--- config.mk ---
export PLATFORM = sky130hd
export DESIGN_NAME = pulse_width_bus_byte_decoder_flat
export DESIGN_NICKNAME = d
export VERILOG_FILES = /design/src/pwbd_pkg.sv /design/src/pwbd_if.sv /design/src/pwbd_front.sv /design/src/pwbd_queue.sv /design/src/pwbd_back.sv /design/src/pulse_width_bus_byte_decoder.sv /design/src/flat_wrapper.sv
export SDC_FILE = /design/constraint.sdc
export NUM_CORES = 1
export LEC_CHECK = 0
export ABC_AREA = 0
export BUFFER_PORTS_ARGS = -buffer_cell sky130_fd_sc_hd__buf_2
export CAP_MARGIN = 20
export CORE_ASPECT_RATIO = 0.9
export CORE_MARGIN = 2
export CORE_UTILIZATION = 40
export DETAILED_ROUTE_END_ITERATION = 10
export PLACE_DENSITY_LB_ADDON = 0.25
export SLEW_MARGIN = 10
export SYNTH_ARGS = -nofsm -noshare
export SYNTH_HDL_FRONTEND = slang
export SYNTH_SLANG_ARGS = --single-unit
--- constraint.sdc ---
create_clock -name clk_i -period 7.32 [get_ports clk_i]
set_clock_uncertainty 0.05 [all_clocks]
set_input_delay 0 -clock clk_i [delete_from_list [all_inputs] [get_ports clk_i]]
set_output_delay 0 -clock clk_i [all_outputs]
set_load 0.01 [all_outputs]
--- src/pwbd_pkg.sv ---
// ----------------------------------------------------------------------------
// Pulse-width bus byte decoder package
// Shared constants, configuration codes, field codes and the queue item type.
// ----------------------------------------------------------------------------
package pwbd_pkg;

  // Fixed field widths.
  localparam int PULSE_W    = 24;
  localparam int PERIOD_W   = 16;
  localparam int CFG_IDX_W  = 2;
  localparam int CFG_DATA_W = 16;

  // Configuration register indexes.
  localparam logic [CFG_IDX_W-1:0] REG_SAMPLES_PER_PERIOD = 2'd0;
  localparam logic [CFG_IDX_W-1:0] REG_INVERTED           = 2'd1;
  localparam logic [CFG_IDX_W-1:0] REG_PROTOCOL_V2        = 2'd2;

  localparam logic [PERIOD_W-1:0] SAMPLES_PER_PERIOD_RESET = 16'd64;

  // Result event kinds.
  localparam logic EVENT_BYTE    = 1'b0;
  localparam logic EVENT_RESTART = 1'b1;

  // Packet field kinds.
  localparam logic [2:0] FIELD_PRIORITY = 3'd0;
  localparam logic [2:0] FIELD_SOURCE   = 3'd1;
  localparam logic [2:0] FIELD_DEST     = 3'd2;
  localparam logic [2:0] FIELD_COMMAND  = 3'd3;
  localparam logic [2:0] FIELD_SIZE     = 3'd4;
  localparam logic [2:0] FIELD_PAYLOAD  = 3'd5;
  localparam logic [2:0] FIELD_CHECK    = 3'd6;
  localparam logic [2:0] FIELD_BEYOND   = 3'd7;

  // Protocol constants.
  localparam int RESTART_PERIODS = 7;
  localparam int STUFF_RUN       = 4;
  localparam int CHECK_OFFSET    = 5;
  localparam int V1_START_BIT    = 6;
  localparam int V2_START_BIT    = 5;
  localparam int BYTE_COUNT_MAX  = 511;

  // Queue between the front and back parts; depth is a power of two.
  localparam int QUEUE_DEPTH = 2;
  localparam int QPTR_W      = (QUEUE_DEPTH > 1) ? $clog2(QUEUE_DEPTH) : 1;
  localparam int QCNT_W      = $clog2(QUEUE_DEPTH + 1);

  // Configuration seen by both parts.
  typedef struct packed {
    logic [PERIOD_W-1:0] samples_per_period;
    logic                inverted;
    logic                protocol_v2;
  } pwbd_cfg_t;

  // A classified pulse of one or more whole periods.
  typedef struct packed {
    logic       bit_state;    // decoded line level after the edge
    logic [4:0] periods_lo;   // period count modulo 32
    logic       long_pulse;   // seven or more periods
    logic       over_four;    // more than four periods
    logic       two_or_more;  // two or more periods
  } pwbd_item_t;

endpackage

--- src/pwbd_if.sv ---
// ----------------------------------------------------------------------------
// Pulse-width bus byte decoder channels
// Valid/ready stream interfaces for edge items and decoded results.
// ----------------------------------------------------------------------------
interface pwbd_in_if;
  import pwbd_pkg::*;

  logic               valid;
  logic               ready;
  logic [PULSE_W-1:0] pulse_samples;
  logic               line_level;

  modport source (output valid, output pulse_samples, output line_level, input ready);
  modport sink   (input valid, input pulse_samples, input line_level, output ready);
endinterface

interface pwbd_out_if;
  logic       valid;
  logic       ready;
  logic       event_kind;
  logic [7:0] byte_value;
  logic [2:0] field_kind;
  logic [7:0] payload_index;

  modport source (output valid, output event_kind, output byte_value,
                  output field_kind, output payload_index, input ready);
  modport sink   (input valid, input event_kind, input byte_value,
                  input field_kind, input payload_index, output ready);
endinterface

--- src/pwbd_front.sv ---
// ----------------------------------------------------------------------------
// Pulse-width bus byte decoder front part
// Accepts edge items, adds carried samples and rounds the length to whole
// periods with a bit-serial restoring divider, then classifies the pulse.
// ----------------------------------------------------------------------------
module pwbd_front #(
  parameter int SAMPLE_COUNT_BITS = 24
) (
  input  logic                  clk_i,
  input  logic                  rst_ni,
  input  pwbd_pkg::pwbd_cfg_t   cfg_i,
  pwbd_in_if.sink               in_i,
  output logic                  push_valid_o,
  output pwbd_pkg::pwbd_item_t  push_item_o,
  input  logic                  push_ready_i
);
  import pwbd_pkg::*;

  localparam int SW = SAMPLE_COUNT_BITS;
  localparam int PW = (SW < PULSE_W) ? SW : PULSE_W;
  localparam int NW = ((SW > PERIOD_W) ? SW : PERIOD_W) + 1;
  localparam int CW = $clog2(NW);

  typedef enum logic [1:0] {
    ST_IDLE,
    ST_DIV,
    ST_PUSH
  } state_e;

  state_e              state_q, state_d;
  logic [SW-1:0]       carry_q, carry_d;
  logic [SW-1:0]       total_q, total_d;
  logic [NW-1:0]       num_q, num_d;
  logic [NW-1:0]       quot_q, quot_d;
  logic [PERIOD_W-1:0] rem_q, rem_d;
  logic [CW-1:0]       cnt_q, cnt_d;
  logic                bit_q, bit_d;

  logic [PERIOD_W-1:0] period_eff;
  logic [SW-1:0]       pulse_ext;
  logic [SW:0]         sum;
  logic [SW-1:0]       total;
  logic [NW-1:0]       numer;
  logic [PERIOD_W+1:0] trial;
  logic                fits;
  logic [PERIOD_W-1:0] rem_next;
  logic                accept;

  // A zero period length counts as one sample.
  assign period_eff = (cfg_i.samples_per_period == '0) ? PERIOD_W'(1)
                                                       : cfg_i.samples_per_period;

  // Carried plus new samples, saturated to the counter width.
  always_comb begin
    pulse_ext = '0;
    pulse_ext[PW-1:0] = in_i.pulse_samples[PW-1:0];
  end
  assign sum   = {1'b0, carry_q} + {1'b0, pulse_ext};
  assign total = sum[SW] ? '1 : sum[SW-1:0];
  assign numer = NW'(total) + NW'(period_eff >> 1);

  // One restoring division step per cycle, numerator MSB first.
  assign trial    = {1'b0, rem_q, num_q[NW-1]} - {2'b00, period_eff};
  assign fits     = !trial[PERIOD_W+1];
  assign rem_next = fits ? trial[PERIOD_W-1:0] : {rem_q[PERIOD_W-2:0], num_q[NW-1]};

  assign accept       = in_i.valid && (state_q == ST_IDLE);
  assign in_i.ready   = (state_q == ST_IDLE);
  assign push_valid_o = (state_q == ST_PUSH) && (quot_q != '0);

  // Classification of the rounded period count.
  always_comb begin
    push_item_o.bit_state   = bit_q;
    push_item_o.periods_lo  = quot_q[4:0];
    push_item_o.long_pulse  = (quot_q >= NW'(RESTART_PERIODS));
    push_item_o.over_four   = (quot_q > NW'(STUFF_RUN));
    push_item_o.two_or_more = (quot_q >= NW'(2));
  end

  // Sequencer next state.
  always_comb begin
    state_d = state_q;
    carry_d = carry_q;
    total_d = total_q;
    num_d   = num_q;
    quot_d  = quot_q;
    rem_d   = rem_q;
    cnt_d   = cnt_q;
    bit_d   = bit_q;
    unique case (state_q)
      ST_IDLE: begin
        if (accept) begin
          total_d = total;
          num_d   = numer;
          quot_d  = '0;
          rem_d   = '0;
          cnt_d   = CW'(NW - 1);
          bit_d   = in_i.line_level ^ cfg_i.inverted;
          state_d = ST_DIV;
        end
      end
      ST_DIV: begin
        num_d  = {num_q[NW-2:0], 1'b0};
        rem_d  = rem_next;
        quot_d = {quot_q[NW-2:0], fits};
        cnt_d  = cnt_q - CW'(1);
        if (cnt_q == '0) begin
          state_d = ST_PUSH;
        end
      end
      ST_PUSH: begin
        if (quot_q == '0) begin
          // Too short for a period: keep the length for the next pulse.
          carry_d = total_q;
          state_d = ST_IDLE;
        end else if (push_ready_i) begin
          carry_d = '0;
          state_d = ST_IDLE;
        end
      end
      default: begin
        state_d = ST_IDLE;
      end
    endcase
  end

  // State and registered values.
  always_ff @(posedge clk_i or negedge rst_ni) begin
    if (!rst_ni) begin
      state_q <= ST_IDLE;
      carry_q <= '0;
      total_q <= '0;
      num_q   <= '0;
      quot_q  <= '0;
      rem_q   <= '0;
      cnt_q   <= '0;
      bit_q   <= 1'b0;
    end else begin
      state_q <= state_d;
      carry_q <= carry_d;
      total_q <= total_d;
      num_q   <= num_d;
      quot_q  <= quot_d;
      rem_q   <= rem_d;
      cnt_q   <= cnt_d;
      bit_q   <= bit_d;
    end
  end

  // A pulse handed to the queue leaves no carried samples behind.
  a_carry_cleared: assert property (@(posedge clk_i) disable iff (!rst_ni)
    push_valid_o && push_ready_i |=> carry_q == '0 && state_q == ST_IDLE)
    else $error("carried samples not cleared after a transfer to the queue");

endmodule

--- src/pwbd_queue.sv ---
// ----------------------------------------------------------------------------
// Pulse-width bus byte decoder queue
// Short first-in first-out buffer of classified pulses between the parts.
// ----------------------------------------------------------------------------
module pwbd_queue (
  input  logic                  clk_i,
  input  logic                  rst_ni,
  input  logic                  push_valid_i,
  input  pwbd_pkg::pwbd_item_t  push_item_i,
  output logic                  push_ready_o,
  output logic                  pop_valid_o,
  output pwbd_pkg::pwbd_item_t  pop_item_o,
  input  logic                  pop_ready_i
);
  import pwbd_pkg::*;

  pwbd_item_t        entries_q [QUEUE_DEPTH];
  logic [QPTR_W-1:0] wr_ptr_q, rd_ptr_q;
  logic [QCNT_W-1:0] count_q;
  logic              push, pop;

  assign push_ready_o = (count_q != QCNT_W'(QUEUE_DEPTH));
  assign pop_valid_o  = (count_q != '0);
  assign push         = push_valid_i && push_ready_o;
  assign pop          = pop_valid_o && pop_ready_i;
  assign pop_item_o   = entries_q[rd_ptr_q];

  // Entry storage.
  always_ff @(posedge clk_i) begin
    if (push) begin
      entries_q[wr_ptr_q] <= push_item_i;
    end
  end

  // Pointers and fill count.
  always_ff @(posedge clk_i or negedge rst_ni) begin
    if (!rst_ni) begin
      wr_ptr_q <= '0;
      rd_ptr_q <= '0;
      count_q  <= '0;
    end else begin
      if (push) begin
        wr_ptr_q <= wr_ptr_q + QPTR_W'(1);
      end
      if (pop) begin
        rd_ptr_q <= rd_ptr_q + QPTR_W'(1);
      end
      if (push && !pop) begin
        count_q <= count_q + QCNT_W'(1);
      end else if (pop && !push) begin
        count_q <= count_q - QCNT_W'(1);
      end
    end
  end

  a_count_bound: assert property (@(posedge clk_i) disable iff (!rst_ni)
    count_q <= QCNT_W'(QUEUE_DEPTH))
    else $error("queue fill count beyond its depth");

  a_count_step: assert property (@(posedge clk_i) disable iff (!rst_ni)
    push && !pop |=> count_q == $past(count_q) + QCNT_W'(1))
    else $error("queue fill count did not follow a lone transfer in");

endmodule

--- src/pwbd_back.sv ---
// ----------------------------------------------------------------------------
// Pulse-width bus byte decoder back part
// Assembles bytes from classified pulses for both protocol versions, tags
// each byte with its packet field and holds the result in an output register.
// ----------------------------------------------------------------------------
module pwbd_back (
  input  logic                  clk_i,
  input  logic                  rst_ni,
  input  pwbd_pkg::pwbd_cfg_t   cfg_i,
  input  logic                  pop_valid_i,
  input  pwbd_pkg::pwbd_item_t  pop_item_i,
  output logic                  pop_ready_o,
  pwbd_out_if.source            out_o
);
  import pwbd_pkg::*;

  logic [7:0] acc_q, acc_d;
  logic [4:0] bitpos_q, bitpos_d;
  logic [8:0] bytecnt_q, bytecnt_d;
  logic [7:0] size_q, size_d;
  logic       stuff_q, stuff_d;

  logic       out_valid_q, out_valid_d;
  logic       out_kind_q, out_kind_d;
  logic [7:0] out_byte_q, out_byte_d;
  logic [2:0] out_field_q, out_field_d;
  logic [7:0] out_index_q, out_index_d;

  logic       take;
  logic       restart;
  logic       emit;
  logic [7:0] emit_val;
  logic [7:0] acc_n;
  logic [7:0] mask;
  logic [4:0] bp_sum;
  logic [8:0] check_at;
  logic [8:0] pay_idx;

  assign pop_ready_o = !out_valid_q || out_o.ready;
  assign take        = pop_valid_i && pop_ready_o;
  assign restart     = pop_item_i.long_pulse &&
                       ((!cfg_i.protocol_v2) == pop_item_i.bit_state);
  assign check_at    = 9'(CHECK_OFFSET) + {1'b0, size_q};
  assign pay_idx     = bytecnt_q - 9'(CHECK_OFFSET);

  // Bit assembly and field tagging.
  always_comb begin
    acc_d       = acc_q;
    bitpos_d    = bitpos_q;
    bytecnt_d   = bytecnt_q;
    size_d      = size_q;
    stuff_d     = stuff_q;
    out_valid_d = out_valid_q && !out_o.ready;
    out_kind_d  = out_kind_q;
    out_byte_d  = out_byte_q;
    out_field_d = out_field_q;
    out_index_d = out_index_q;
    emit        = 1'b0;
    emit_val    = acc_q;
    acc_n       = acc_q;
    mask        = 8'hFF >> bitpos_q;
    bp_sum      = bitpos_q;

    if (take) begin
      if (restart) begin
        acc_d       = '0;
        bitpos_d    = cfg_i.protocol_v2 ? 5'(V2_START_BIT) : 5'(V1_START_BIT);
        bytecnt_d   = '0;
        stuff_d     = 1'b1;
        out_valid_d = 1'b1;
        out_kind_d  = EVENT_RESTART;
        out_byte_d  = '0;
        out_field_d = FIELD_PRIORITY;
        out_index_d = '0;
      end else if (cfg_i.protocol_v2) begin
        // Run of equal bits; the first period after a long run is stuffing.
        acc_n  = pop_item_i.bit_state ? (acc_q | mask) : (acc_q & ~mask);
        bp_sum = bitpos_q + pop_item_i.periods_lo - 5'(stuff_q);
        if (bp_sum[3]) begin
          bitpos_d = {2'b00, bp_sum[2:0]};
          emit     = 1'b1;
          emit_val = acc_n;
          acc_d    = pop_item_i.bit_state ? 8'hFF : 8'h00;
        end else begin
          bitpos_d = bp_sum;
          acc_d    = acc_n;
        end
        stuff_d = pop_item_i.over_four;
      end else if (pop_item_i.bit_state) begin
        // One bit per low pulse: a wide pulse is a one.
        acc_n  = pop_item_i.two_or_more ? (acc_q | (8'h80 >> bitpos_q)) : acc_q;
        bp_sum = bitpos_q + 5'd1;
        if (bp_sum[3]) begin
          bitpos_d = '0;
          emit     = 1'b1;
          emit_val = acc_n;
          acc_d    = '0;
        end else begin
          bitpos_d = bp_sum;
          acc_d    = acc_n;
        end
      end
    end

    // Field of the finished byte from its place in the packet.
    if (emit) begin
      out_valid_d = 1'b1;
      out_kind_d  = EVENT_BYTE;
      out_byte_d  = emit_val;
      out_index_d = '0;
      unique case (bytecnt_q)
        9'd0: out_field_d = FIELD_PRIORITY;
        9'd1: out_field_d = cfg_i.protocol_v2 ? FIELD_DEST : FIELD_SOURCE;
        9'd2: out_field_d = cfg_i.protocol_v2 ? FIELD_SOURCE : FIELD_DEST;
        9'd3: out_field_d = FIELD_COMMAND;
        9'd4: begin
          out_field_d = FIELD_SIZE;
          size_d      = emit_val;
        end
        default: begin
          if (bytecnt_q < check_at) begin
            out_field_d = FIELD_PAYLOAD;
            out_index_d = pay_idx[7:0];
          end else if (bytecnt_q == check_at) begin
            out_field_d = FIELD_CHECK;
          end else begin
            out_field_d = FIELD_BEYOND;
          end
        end
      endcase
      if (bytecnt_q != 9'(BYTE_COUNT_MAX)) begin
        bytecnt_d = bytecnt_q + 9'd1;
      end
    end
  end

  // Decoder state and output register.
  always_ff @(posedge clk_i or negedge rst_ni) begin
    if (!rst_ni) begin
      acc_q       <= '0;
      bitpos_q    <= 5'(V1_START_BIT);
      bytecnt_q   <= '0;
      size_q      <= '0;
      stuff_q     <= 1'b1;
      out_valid_q <= 1'b0;
      out_kind_q  <= EVENT_BYTE;
      out_byte_q  <= '0;
      out_field_q <= FIELD_PRIORITY;
      out_index_q <= '0;
    end else begin
      acc_q       <= acc_d;
      bitpos_q    <= bitpos_d;
      bytecnt_q   <= bytecnt_d;
      size_q      <= size_d;
      stuff_q     <= stuff_d;
      out_valid_q <= out_valid_d;
      out_kind_q  <= out_kind_d;
      out_byte_q  <= out_byte_d;
      out_field_q <= out_field_d;
      out_index_q <= out_index_d;
    end
  end

  assign out_o.valid         = out_valid_q;
  assign out_o.event_kind    = out_kind_q;
  assign out_o.byte_value    = out_byte_q;
  assign out_o.field_kind    = out_field_q;
  assign out_o.payload_index = out_index_q;

  a_restart_state: assert property (@(posedge clk_i) disable iff (!rst_ni)
    take && restart |=> bytecnt_q == '0 && stuff_q &&
      (bitpos_q == 5'(V1_START_BIT) || bitpos_q == 5'(V2_START_BIT)))
    else $error("frame restart did not reset the byte assembly");

  a_restart_payload: assert property (@(posedge clk_i) disable iff (!rst_ni)
    out_o.valid && out_o.event_kind == EVENT_RESTART |->
      out_o.byte_value == '0 && out_o.field_kind == FIELD_PRIORITY &&
      out_o.payload_index == '0)
    else $error("restart result carries byte data");

endmodule

--- src/pulse_width_bus_byte_decoder.sv ---
// ----------------------------------------------------------------------------
// Pulse-width bus byte decoder
// Top level: configuration registers, front part, queue and back part.
// ----------------------------------------------------------------------------
// Usage:
// - in_i carries one edge per transfer: the samples since the previous edge
//   and the line level after it. out_o carries decoded bytes with their
//   packet field, or a frame restart marker.
// - The front part rounds the pulse to whole bit periods with a bit-serial
//   divider, one quotient bit per cycle. It takes no new edge while it
//   divides or waits for the queue to take the pulse; in_i is ready again
//   once the pulse is handed on, or its samples are carried to the next.
// - A result passes from the front part through the queue and the back
//   part's output register to out_o.
// - The back part handles one queued pulse per cycle while out_o is ready or
//   its output register is empty. A two-entry queue and that register let
//   the front part keep dividing while out_o stalls; when full, in_i stalls.
// - Configuration is written through cfg_we_i, cfg_index_i and cfg_data_i
//   while the block is idle. Reset sets a period of 64 samples, no
//   inversion, version 1 and an empty frame; no clearing pass is needed.
// ----------------------------------------------------------------------------
module pulse_width_bus_byte_decoder #(
  parameter int SAMPLE_COUNT_BITS = 24
) (
  input  logic                                clk_i,
  input  logic                                rst_ni,
  input  logic                                cfg_we_i,
  input  logic [pwbd_pkg::CFG_IDX_W-1:0]      cfg_index_i,
  input  logic [pwbd_pkg::CFG_DATA_W-1:0]     cfg_data_i,
  pwbd_in_if.sink                             in_i,
  pwbd_out_if.source                          out_o
);
  import pwbd_pkg::*;

  logic [PERIOD_W-1:0] spp_q;
  logic                inverted_q;
  logic                v2_q;
  pwbd_cfg_t           cfg;

  logic       push_valid, push_ready;
  pwbd_item_t push_item;
  logic       pop_valid, pop_ready;
  pwbd_item_t pop_item;

  // Configuration registers.
  always_ff @(posedge clk_i or negedge rst_ni) begin
    if (!rst_ni) begin
      spp_q      <= SAMPLES_PER_PERIOD_RESET;
      inverted_q <= 1'b0;
      v2_q       <= 1'b0;
    end else if (cfg_we_i) begin
      case (cfg_index_i)
        REG_SAMPLES_PER_PERIOD: spp_q      <= cfg_data_i[PERIOD_W-1:0];
        REG_INVERTED:           inverted_q <= cfg_data_i[0];
        REG_PROTOCOL_V2:        v2_q       <= cfg_data_i[0];
        default: begin
        end
      endcase
    end
  end

  assign cfg.samples_per_period = spp_q;
  assign cfg.inverted           = inverted_q;
  assign cfg.protocol_v2        = v2_q;

  pwbd_front #(
    .SAMPLE_COUNT_BITS (SAMPLE_COUNT_BITS)
  ) u_front (
    .clk_i        (clk_i),
    .rst_ni       (rst_ni),
    .cfg_i        (cfg),
    .in_i         (in_i),
    .push_valid_o (push_valid),
    .push_item_o  (push_item),
    .push_ready_i (push_ready)
  );

  pwbd_queue u_queue (
    .clk_i        (clk_i),
    .rst_ni       (rst_ni),
    .push_valid_i (push_valid),
    .push_item_i  (push_item),
    .push_ready_o (push_ready),
    .pop_valid_o  (pop_valid),
    .pop_item_o   (pop_item),
    .pop_ready_i  (pop_ready)
  );

  pwbd_back u_back (
    .clk_i       (clk_i),
    .rst_ni      (rst_ni),
    .cfg_i       (cfg),
    .pop_valid_i (pop_valid),
    .pop_item_i  (pop_item),
    .pop_ready_o (pop_ready),
    .out_o       (out_o)
  );

endmodule

--- src/flat_wrapper.sv ---
// flat-port wrapper written by rule: the top's interface ports become plain ports
module pulse_width_bus_byte_decoder_flat import pwbd_pkg::*;
#(
  parameter int SAMPLE_COUNT_BITS = 24
)
  (clk_i, rst_ni, cfg_we_i, cfg_index_i, cfg_data_i, in_i_valid, in_i_pulse_samples, in_i_line_level, in_i_ready, out_o_valid, out_o_event_kind, out_o_byte_value, out_o_field_kind, out_o_payload_index, out_o_ready);
  pwbd_in_if in_i_i ();
  pwbd_out_if out_o_i ();
  input  logic clk_i;
  input  logic rst_ni;
  input  logic cfg_we_i;
  input  logic [pwbd_pkg::CFG_IDX_W-1:0] cfg_index_i;
  input  logic [pwbd_pkg::CFG_DATA_W-1:0] cfg_data_i;
  input wire logic [$bits(in_i_i.valid)-1:0] in_i_valid;
  input wire logic [$bits(in_i_i.pulse_samples)-1:0] in_i_pulse_samples;
  input wire logic [$bits(in_i_i.line_level)-1:0] in_i_line_level;
  output wire logic [$bits(in_i_i.ready)-1:0] in_i_ready;
  output wire logic [$bits(out_o_i.valid)-1:0] out_o_valid;
  output wire logic [$bits(out_o_i.event_kind)-1:0] out_o_event_kind;
  output wire logic [$bits(out_o_i.byte_value)-1:0] out_o_byte_value;
  output wire logic [$bits(out_o_i.field_kind)-1:0] out_o_field_kind;
  output wire logic [$bits(out_o_i.payload_index)-1:0] out_o_payload_index;
  input wire logic [$bits(out_o_i.ready)-1:0] out_o_ready;
  assign in_i_i.valid = in_i_valid;
  assign in_i_i.pulse_samples = in_i_pulse_samples;
  assign in_i_i.line_level = in_i_line_level;
  assign in_i_ready = in_i_i.ready;
  assign out_o_valid = out_o_i.valid;
  assign out_o_event_kind = out_o_i.event_kind;
  assign out_o_byte_value = out_o_i.byte_value;
  assign out_o_field_kind = out_o_i.field_kind;
  assign out_o_payload_index = out_o_i.payload_index;
  assign out_o_i.ready = out_o_ready;
  pulse_width_bus_byte_decoder #(.SAMPLE_COUNT_BITS(SAMPLE_COUNT_BITS)) u_core (.clk_i(clk_i), .rst_ni(rst_ni), .cfg_we_i(cfg_we_i), .cfg_index_i(cfg_index_i), .cfg_data_i(cfg_data_i), .in_i(in_i_i), .out_o(out_o_i));
endmodule
; Yosys cells after proc, flatten, opt, wreduce, memory -nomap -nowiden
; Memories as Yosys holds them, arrays and structs flattened.
; Index checks and enable logic that the tools add are counted.
[totals]
regBits = 196
ram_bits = 18
input_bits = 48
memories = 1
[mem_list]
columns = memory, words, width, rd, rd_ports_with_merged_regs, wr, line_no
row1 = u_core.u_queue.entries_q, 2, 9, 1, 0, 1, pwbd_queue.sv:17  ; pwbd_item_t entries_q [QUEUE_DEPTH];
[op_classes]
n_addsub = 14
n_lt_le_gt_ge = 4
eq_ne = 15
n_shift = 2
n_mux = 74
bitwise = 5
n_reduce_logical = 42
[op_table]
columns = operator, count
row1 = 2-to-1 mux 8 bit, 20
row2 = case mux 25 bit (2 select lines), 2
row3 = 2-to-1 mux 24 bit, 3
row4 = 2-to-1 mux 25 bit, 2
row5 = 2-to-1 mux 16 bit, 3
row6 = 2-to-1 mux 9 bit, 4
row7 = case mux 16 bit (2 select lines), 1
row8 = 2-to-1 mux 5 bit, 6
row9 = adder 24 x 15 -> 25 bit, 1
row10 = adder 24 x 24 -> 25 bit, 1
row11 = >= comparator 25 x 2 -> 1 bit (second input constant), 1
row12 = >= comparator 25 x 3 -> 1 bit (second input constant), 1
row13 = > comparator 25 x 3 -> 1 bit (second input constant), 1
row14 = logical NOT 25 bit, 1
row15 = nonzero test 25 bit, 1
row16 = 2-to-1 mux 2 bit, 10
row17 = AND reduction 2 bit, 10
row18 = == test 9 x 2 -> 1 bit (second input constant), 2
row19 = subtractor 17 x 16 -> 18 bit, 1
row20 = 2-to-1 mux 1 bit, 17
row21 = logical NOT 16 bit, 1
row22 = bitwise OR 8 bit, 2
row23 = right shift 8 x 5 -> 8 bit (first input constant), 2
row24 = case mux 3 bit (5 select lines), 1
row25 = other kinds (37), 62

; Logic depth before layout (Yosys ltp)
[depth]
word_depth = 9
mapped_depth = 22

; Modules after synthesis
; From an unflattened synthesis, not the netlist that was laid out.
[hier_totals]
hier_cells = 1380
area_unflattened_um2 = 13143.9
[by_module_without_submodules]
columns = mod, n_inst, cells_each, area_per_inst_um2
row1 = pwbd_front, 1, 876, 7981.4
row2 = pwbd_back, 1, 418, 3598.5
row3 = pwbd_queue, 1, 46, 860.8
row4 = pulse_width_bus_byte_decoder, 1, 40, 703.2

; Worst setup path after synthesis
; OpenSTA, ideal clock, no wires.
[synth_timing]
path_type = flip-flop to flip-flop
startpoint = register u_core.u_front.carry_q[0]
endpoint = register u_core.u_front.num_q[22]
arrival_ns = 4.896
required_time_ns = 7.141
slack_ns = 2.245
path_stages_with_launch = 23
n_path_buf = 3
synth_period_minus_slack_ns = 5.075
path_cell_list = dfrtp_1 > ha_1 > fa_1 > a211oi_1 > o211ai_2 > nand4_4 > a211oi_4 > nor3_1 > buf_2 > buf_1 > buf_2 > nand2_1 > ha_1 > a21o_1 > a21oi_1 > nor2_1 > o211ai_1 > a21oi_1 > a41oi_1 > a2111oi_4 > nor3b_2 > xor2_1 > o21ai_1
[synth_between]
elab_chain_cells = 5
[synth_lines]
columns = element, line_no
row1 = start: declaration, pwbd_front.sv:31  ; logic [SW-1:0] carry_q, carry_d;
row2 = start signal: assignment, pwbd_front.sv:140  ; carry_q <= carry_d;
row3 = adder 24 x 24 -> 25 bit, pwbd_front.sv:58  ; assign sum = {1'b0, carry_q} + {1'b0, pulse_ext};
row4 = 2-to-1 mux 24 bit, pwbd_front.sv:59  ; assign total = sum[SW] ? '1 : sum[SW-1:0];
row5 = net u_core.u_front.total[2], pwbd_front.sv:42  ; logic [SW-1:0] total;
row6 = adder 24 x 15 -> 25 bit, pwbd_front.sv:60  ; assign numer = NW'(total) + NW'(period_eff >> 1);
row7 = 2-to-1 mux 25 bit, pwbd_front.sv:92  ; if (accept) begin
row8 = case mux 25 bit (2 select lines), pwbd_front.sv:90  ; unique case (state_q)
row9 = end signal: assignment, pwbd_front.sv:142  ; num_q <= num_d;
row10 = end: declaration, pwbd_front.sv:33  ; logic [NW-1:0] num_q, num_d;
; The timed path passes the listed nets, and every way through them passes these cells. The select of a mux whose other input is x is not followed.
; A chain may end at the register's enable or synchronous reset.

; Worst setup path in the final report
; Ends and elaborated chain as after synthesis.

==> results.md <==
- The type of the most critical hold path is in2reg.
- In this run the tightest slew margin relative to its limit is between 20 and 30%.
- In this run the horizontal extent of the chip is 191.6 microns.
- The final route contains between 10000 and 15000 vias.
- The total I/O pin count is 70.
- The cell with the largest stage delay on the worst path is sky130_fd_sc_hd__nor3_2.
- After detailed routing, the average wire length per cell comes to 16.66 microns.
- The number of nets handed over by synthesis was 1493.
- The number of pins exceeding their max-slew limit in the final report is 0.
- The category of the most critical setup path is reg2reg.
- The power per unit of standard cell area is 455.6 nW/um^2.
- The final routed DRC violation total is 0.
- The top cell family by delay on the critical path is compound AO/OA/AOI/OAI gates.
- The total global-route track usage is between 10% and 20%.
- Based on the critical path, the design can be clocked at up to 181.1 MHz.
- The number of warning messages in the yosys log is 0.
- The synthesis-to-finish area growth is 15.33%.
- The floorplan die area is around 33000 sq um.
- TritonCTS built the clock tree.
- The flow ran to the end, and the final reports show no timing, DRC or antenna violations.
- The total clock sinks is roughly 210.
- The cell area after layout is approximately 15000 sq um.
- The reg2reg setup slack is ~1.8 ns.
- The kind of start point of the critical path is a register.
- The aggregate routed wire length is roughly 31000 microns.
- For this configuration, the core starts out at a cell density of about 41%.
- The share of flip-flops with an asynchronous set or reset is between 90% and 100%.
- After synthesis, the mean cell area works out to a little over 9 sq um.
- In this run the remaining antenna-violating nets after routing total 0.
- The placeable core region is approximately 31000 sq um.
- Synthesis handed over a netlist of between 1000 and 1500 instances.
- The reg-to-reg critical path endpoint is u_core.u_front.num_q[22]$_DFFE_PN0P_.
- For hold timing, the worst endpoint is u_core.spp_q[10]$_DFFE_PN0P_.
- The endpoint type of the worst setup path is a register.
- Setup repair after global routing left no endpoint under its margin.
- Entering global routing, the biggest net connects a little under 80 pins.
- The first-pass GRT wire length is a little over 50000 microns.
- The root buffer selected by CTS is sky130_fd_sc_hd__clkbuf_16.
- In the synthesized netlist the dominant register cell turns out to be sky130_fd_sc_hd__dfrtp_1.
- The number of buffers and inverters on the critical path is 0.
- The distinct cell type count after synthesis is a little over 80.
- The largest voltage drop on the vdd net is roughly 0.21 mV.
- The count of cells resized by post-cts repair is 0.
- At the worst endpoint, the required time is between 7 and 8 ns.
- The placement row count is slightly above 60.
- After synthesis the cells add up to between 10000 and 15000 sq um.
- Clock latency on the worst-skew pair, taken at its later pin, is approximately 0.53 ns.
- The number of diodes added for antenna fixing is 0.
- The pre-antenna-repair detailed-routing pass consisted of 5 iterations.
- The final critical path time including I/O delays and setup is 5.521 ns.
- Of all cell types, the one taking the most synthesized area is sky130_fd_sc_hd__dfrtp_1.
- The final number of hold-violating endpoints was 0.
- The post-synthesis sequential area ratio is between 40% and 50%.
- The register clock-pin slew on the reported worst setup and hold paths is roughly 0.060 ns.
- In the finished design, the share of the clock period the worst path needs comes to between 70% and 80%.
- Walking the worst path, the cells encountered are ha_1 > fa_1 > a211oi_1 > o211ai_2 > nand4_4 > a211oi_4 > nor3_2 > nand2b_1 > ha_1 > fa_1 > a21o_1 > a21oi_1 > nor2_1 > o211ai_1 > a21oi_1 > a41oi_1 > a2111oi_4 > nor3b_2 > xor2_1 > o21ai_1.
- The hold path startpoint is cfg_index_i[1].
- The leakage dissipation is about 6.8 nW.
- The number of flops mapped to enable cells by yosys is 18.
- In the routed layout, each cell is associated on average with a via count of between 5 and 6.
- The instance count along the most critical hold path is 4.
- The number of buffer cells added on primary ports is a little under 70.
- The top cell type's share of synthesized area is 37.72%.
- The number of global-route vias before repair is between 9000 and 10000.
- At the worst endpoint, the arrival time is a little under 6 ns.
- In this run the critical register-to-register path is launched from u_core.u_front.carry_q[0]$_DFFE_PN0P_.
- The congestion estimate from routability-driven global placement came to 0.8470.
- The setup total negative slack is 0 ns.
- The worst-case reg-to-reg path depth is 20.
- For the pin with the worst max-slew slack, the measured transition is 1.060 ns.
- The number of setup buffers added after CTS is 0.
- The power consumption is around 6.7 mW.
- After legalization and detailed placement, the total HPWL measured between 20000 and 25000 microns.
- In this run the deepest clock path goes through 3 buffers.
- The final core utilization is between 40% and 50%.
- For this run, the post-layout net count is ~1600.
- The number of antenna violations at the first check in global routing is 0.
- In this run the number of H-tree levels came out at 1.
- The peak fanout along the critical path is 15.
- From bottom edge to top edge, the die measures 172.9 microns.
- Setup violations remaining at the end of the flow were counted as 0.
- Yosys attributes the largest share of cell area to sky130_fd_sc_hd__dfrtp_1 (38%), sky130_fd_sc_hd__ha_1 (8.2%), sky130_fd_sc_hd__o21ai_0 (5.8%), sky130_fd_sc_hd__nand2_1 (5.7%), sky130_fd_sc_hd__edfxtp_1 (4.3%).
- The violation count after the first detailed-routing iteration is 675.
- Across the run, the number of max-cap violations was 0.
- The quantity of hold-fixing buffers added after cts is 45.
- Once placement finished, the instance area stood at ~13000 sq um.
- After synthesis the netlist holds a flip-flop and latch count of ~210.
- The sum of overflow across all layers after global routing is 0.
- The largest incremental delay on the critical path is between 0.6 and 0.7 ns.
- Of the cells placed in the final design, the portion with a size suffix greater than 1 is around 11%.
- TritonCTS created 25 clock buffers.
-- cell usage in the layout, fill, tap and decap left out, types with 7 or more instances in the layout --
master | netlist | final
sky130_fd_sc_hd__o21ai_0 | 146 | 146
sky130_fd_sc_hd__nand2_1 | 192 | 192
sky130_fd_sc_hd__buf_2 | 5 | 68
sky130_fd_sc_hd__a21oi_1 | 64 | 64
sky130_fd_sc_hd__buf_4 | 2 | 11
sky130_fd_sc_hd__mux2_2 | 15 | 15
sky130_fd_sc_hd__o21a_1 | 13 | 13
sky130_fd_sc_hd__mux2i_1 | 34 | 34
sky130_fd_sc_hd__nand3_1 | 34 | 34
sky130_fd_sc_hd__clkbuf_16 | 0 | 25
sky130_fd_sc_hd__nor4_1 | 17 | 17
sky130_fd_sc_hd__inv_1 | 46 | 46
sky130_fd_sc_hd__xor2_1 | 32 | 32
sky130_fd_sc_hd__dlygate4sd3_1 | 0 | 44
sky130_fd_sc_hd__o211ai_1 | 12 | 12
sky130_fd_sc_hd__a22oi_1 | 20 | 20
sky130_fd_sc_hd__edfxtp_1 | 18 | 18
sky130_fd_sc_hd__nor2b_1 | 13 | 12
sky130_fd_sc_hd__a31oi_1 | 12 | 12
sky130_fd_sc_hd__ha_1 | 83 | 83
sky130_fd_sc_hd__dfrtp_1 | 191 | 191
sky130_fd_sc_hd__nor3_1 | 22 | 20
sky130_fd_sc_hd__xnor2_1 | 37 | 37
sky130_fd_sc_hd__nand4_1 | 7 | 7
sky130_fd_sc_hd__nor2_1 | 78 | 77
sky130_fd_sc_hd__a22o_1 | 26 | 26
sky130_fd_sc_hd__a211oi_1 | 8 | 8
sky130_fd_sc_hd__a21o_1 | 30 | 30
sky130_fd_sc_hd__and3_1 | 8 | 8
sky130_fd_sc_hd__nand2b_1 | 24 | 23
sky130_fd_sc_hd__clkbuf_1 | 60 | 8
-- worst min-delay path, stage by stage --
cell                      delay (ns)
sky130_fd_sc_hd__buf_2          0.11
sky130_fd_sc_hd__nor3b_2        0.04
sky130_fd_sc_hd__buf_4          0.21
sky130_fd_sc_hd__o21ai_0        0.18
-- where the power goes --
group | internal, mW | total, mW | switching, mW
Clock | 0.649 | 1.14 | 0.492
Combinational | 1.44 | 3.47 | 2.03
Sequential | 1.68 | 2.05 | 0.376
Total | 3.76 | 6.66 | 2.90
-- registers in the layout, indices dropped and copies added (netlist names), 2 cells and up --
register,flops
u_core.spp_q,16
u_core.u_back.acc_q,8
u_core.u_back.bitpos_q,4
u_core.u_back.bytecnt_q,9
u_core.u_back.out_o.byte_value,8
u_core.u_back.out_o.field_kind,3
u_core.u_back.out_o.payload_index,8
u_core.u_back.size_q,8
u_core.u_front.carry_q,24
u_core.u_front.cnt_q,5
u_core.u_front.num_q,25
u_core.u_front.quot_q,25
u_core.u_front.rem_q,16
u_core.u_front.state_q,2
u_core.u_front.total_q,24
u_core.u_queue.count_q,2
u_core.u_queue.entries_q,18
-- synth_stat cells, drive strengths merged (3+ instances only) --
cell and instances:
mux2 16, nand3b 4, nor2 79, and4 3, o311ai 3, or3 4, xnor2 37, a311oi 4
or2 4, o2111ai 3, o21a 13, buf 13, o31ai 6, nand4 9, nor2b 13, and3 8
nand2 192, a22o 26, a211oi 9, o21bai 5, a31oi 12, nand2b 24, nor3b 3, dfstp 4
o21ai 150, and2 6, or4 4, nor4 18, nand3 35, clkbuf 60, xor2 32, ha 83
inv 47, a21o 30, a22oi 20, a211o 6, o211ai 13, fa 4, edfxtp 18, a21oi 64
a41oi 3, mux2i 34, nor3 22, dfrtp 191
-- through the flow --
step           worst slack, ns  hold slack, ns  cells
3_3_place_gp             1.945        -0.08093   1774
6_report                 1.799         0.02278   1867
3_5_place_dp             1.850        -0.07838   1774
4_1_cts                  1.746        0.003267   1865
5_1_grt                  1.193         0.05025   1867
2_1_floorplan            2.245         -0.3456   1358
-- cells by family after synthesis --
kind of cell	count (synthesis)	share of synthesized area, %
AND/OR/NAND/NOR	432	16.09
AO/OA/AOI/OAI	386	19.67
flip-flops	213	42.81
buffers and inverters	121	3.693
adder cells (fa/ha/maj)	87	8.827
XOR/XNOR	69	4.769
multiplexers	50	4.137
-- per-layer routing --
layer,vias up,share of wire [%],track usage [%]
li1,5032,-,-
met1,4904,49,27.14
met2,206,46,30.91
met3,41,3.8,2.659
met4,0,1.8,4.167
met5,-,0,0
-- layout make-up --
cell class | instances | area [sq um]
Clock inverter | 11 | 56.30
Timing Repair Buffer | 127 | 947.2
Inverter | 48 | 180.2
Sequential cell | 213 | 5425
Multi-Input combinational cell | 1024 | 6812
Fill cell | 2943 | 16450
Clock buffer | 35 | 683.2
Tap cell | 409 | 511.7
-- worst max-delay path by stage --
stage / start / end / cells past startpoint
6_report: u_core.u_front.carry_q[0]$_DFFE_PN0P_ / u_core.u_front.num_q[22]$_DFFE_PN0P_ / 20
5_1_grt: u_core.u_front.carry_q[0]$_DFFE_PN0P_ / u_core.u_front.num_q[22]$_DFFE_PN0P_ / 20
2_1_floorplan: u_core.u_front.carry_q[0]$_DFFE_PN0P_ / u_core.u_front.num_q[22]$_DFFE_PN0P_ / 22
3_3_place_gp: u_core.u_front.carry_q[0]$_DFFE_PN0P_ / u_core.u_front.num_q[22]$_DFFE_PN0P_ / 20
4_1_cts: u_core.u_front.carry_q[0]$_DFFE_PN0P_ / u_core.u_front.num_q[22]$_DFFE_PN0P_ / 20
3_5_place_dp: u_core.u_front.carry_q[0]$_DFFE_PN0P_ / u_core.u_front.num_q[22]$_DFFE_PN0P_ / 20
Note: power is estimated with default switching activity, not from simulation.
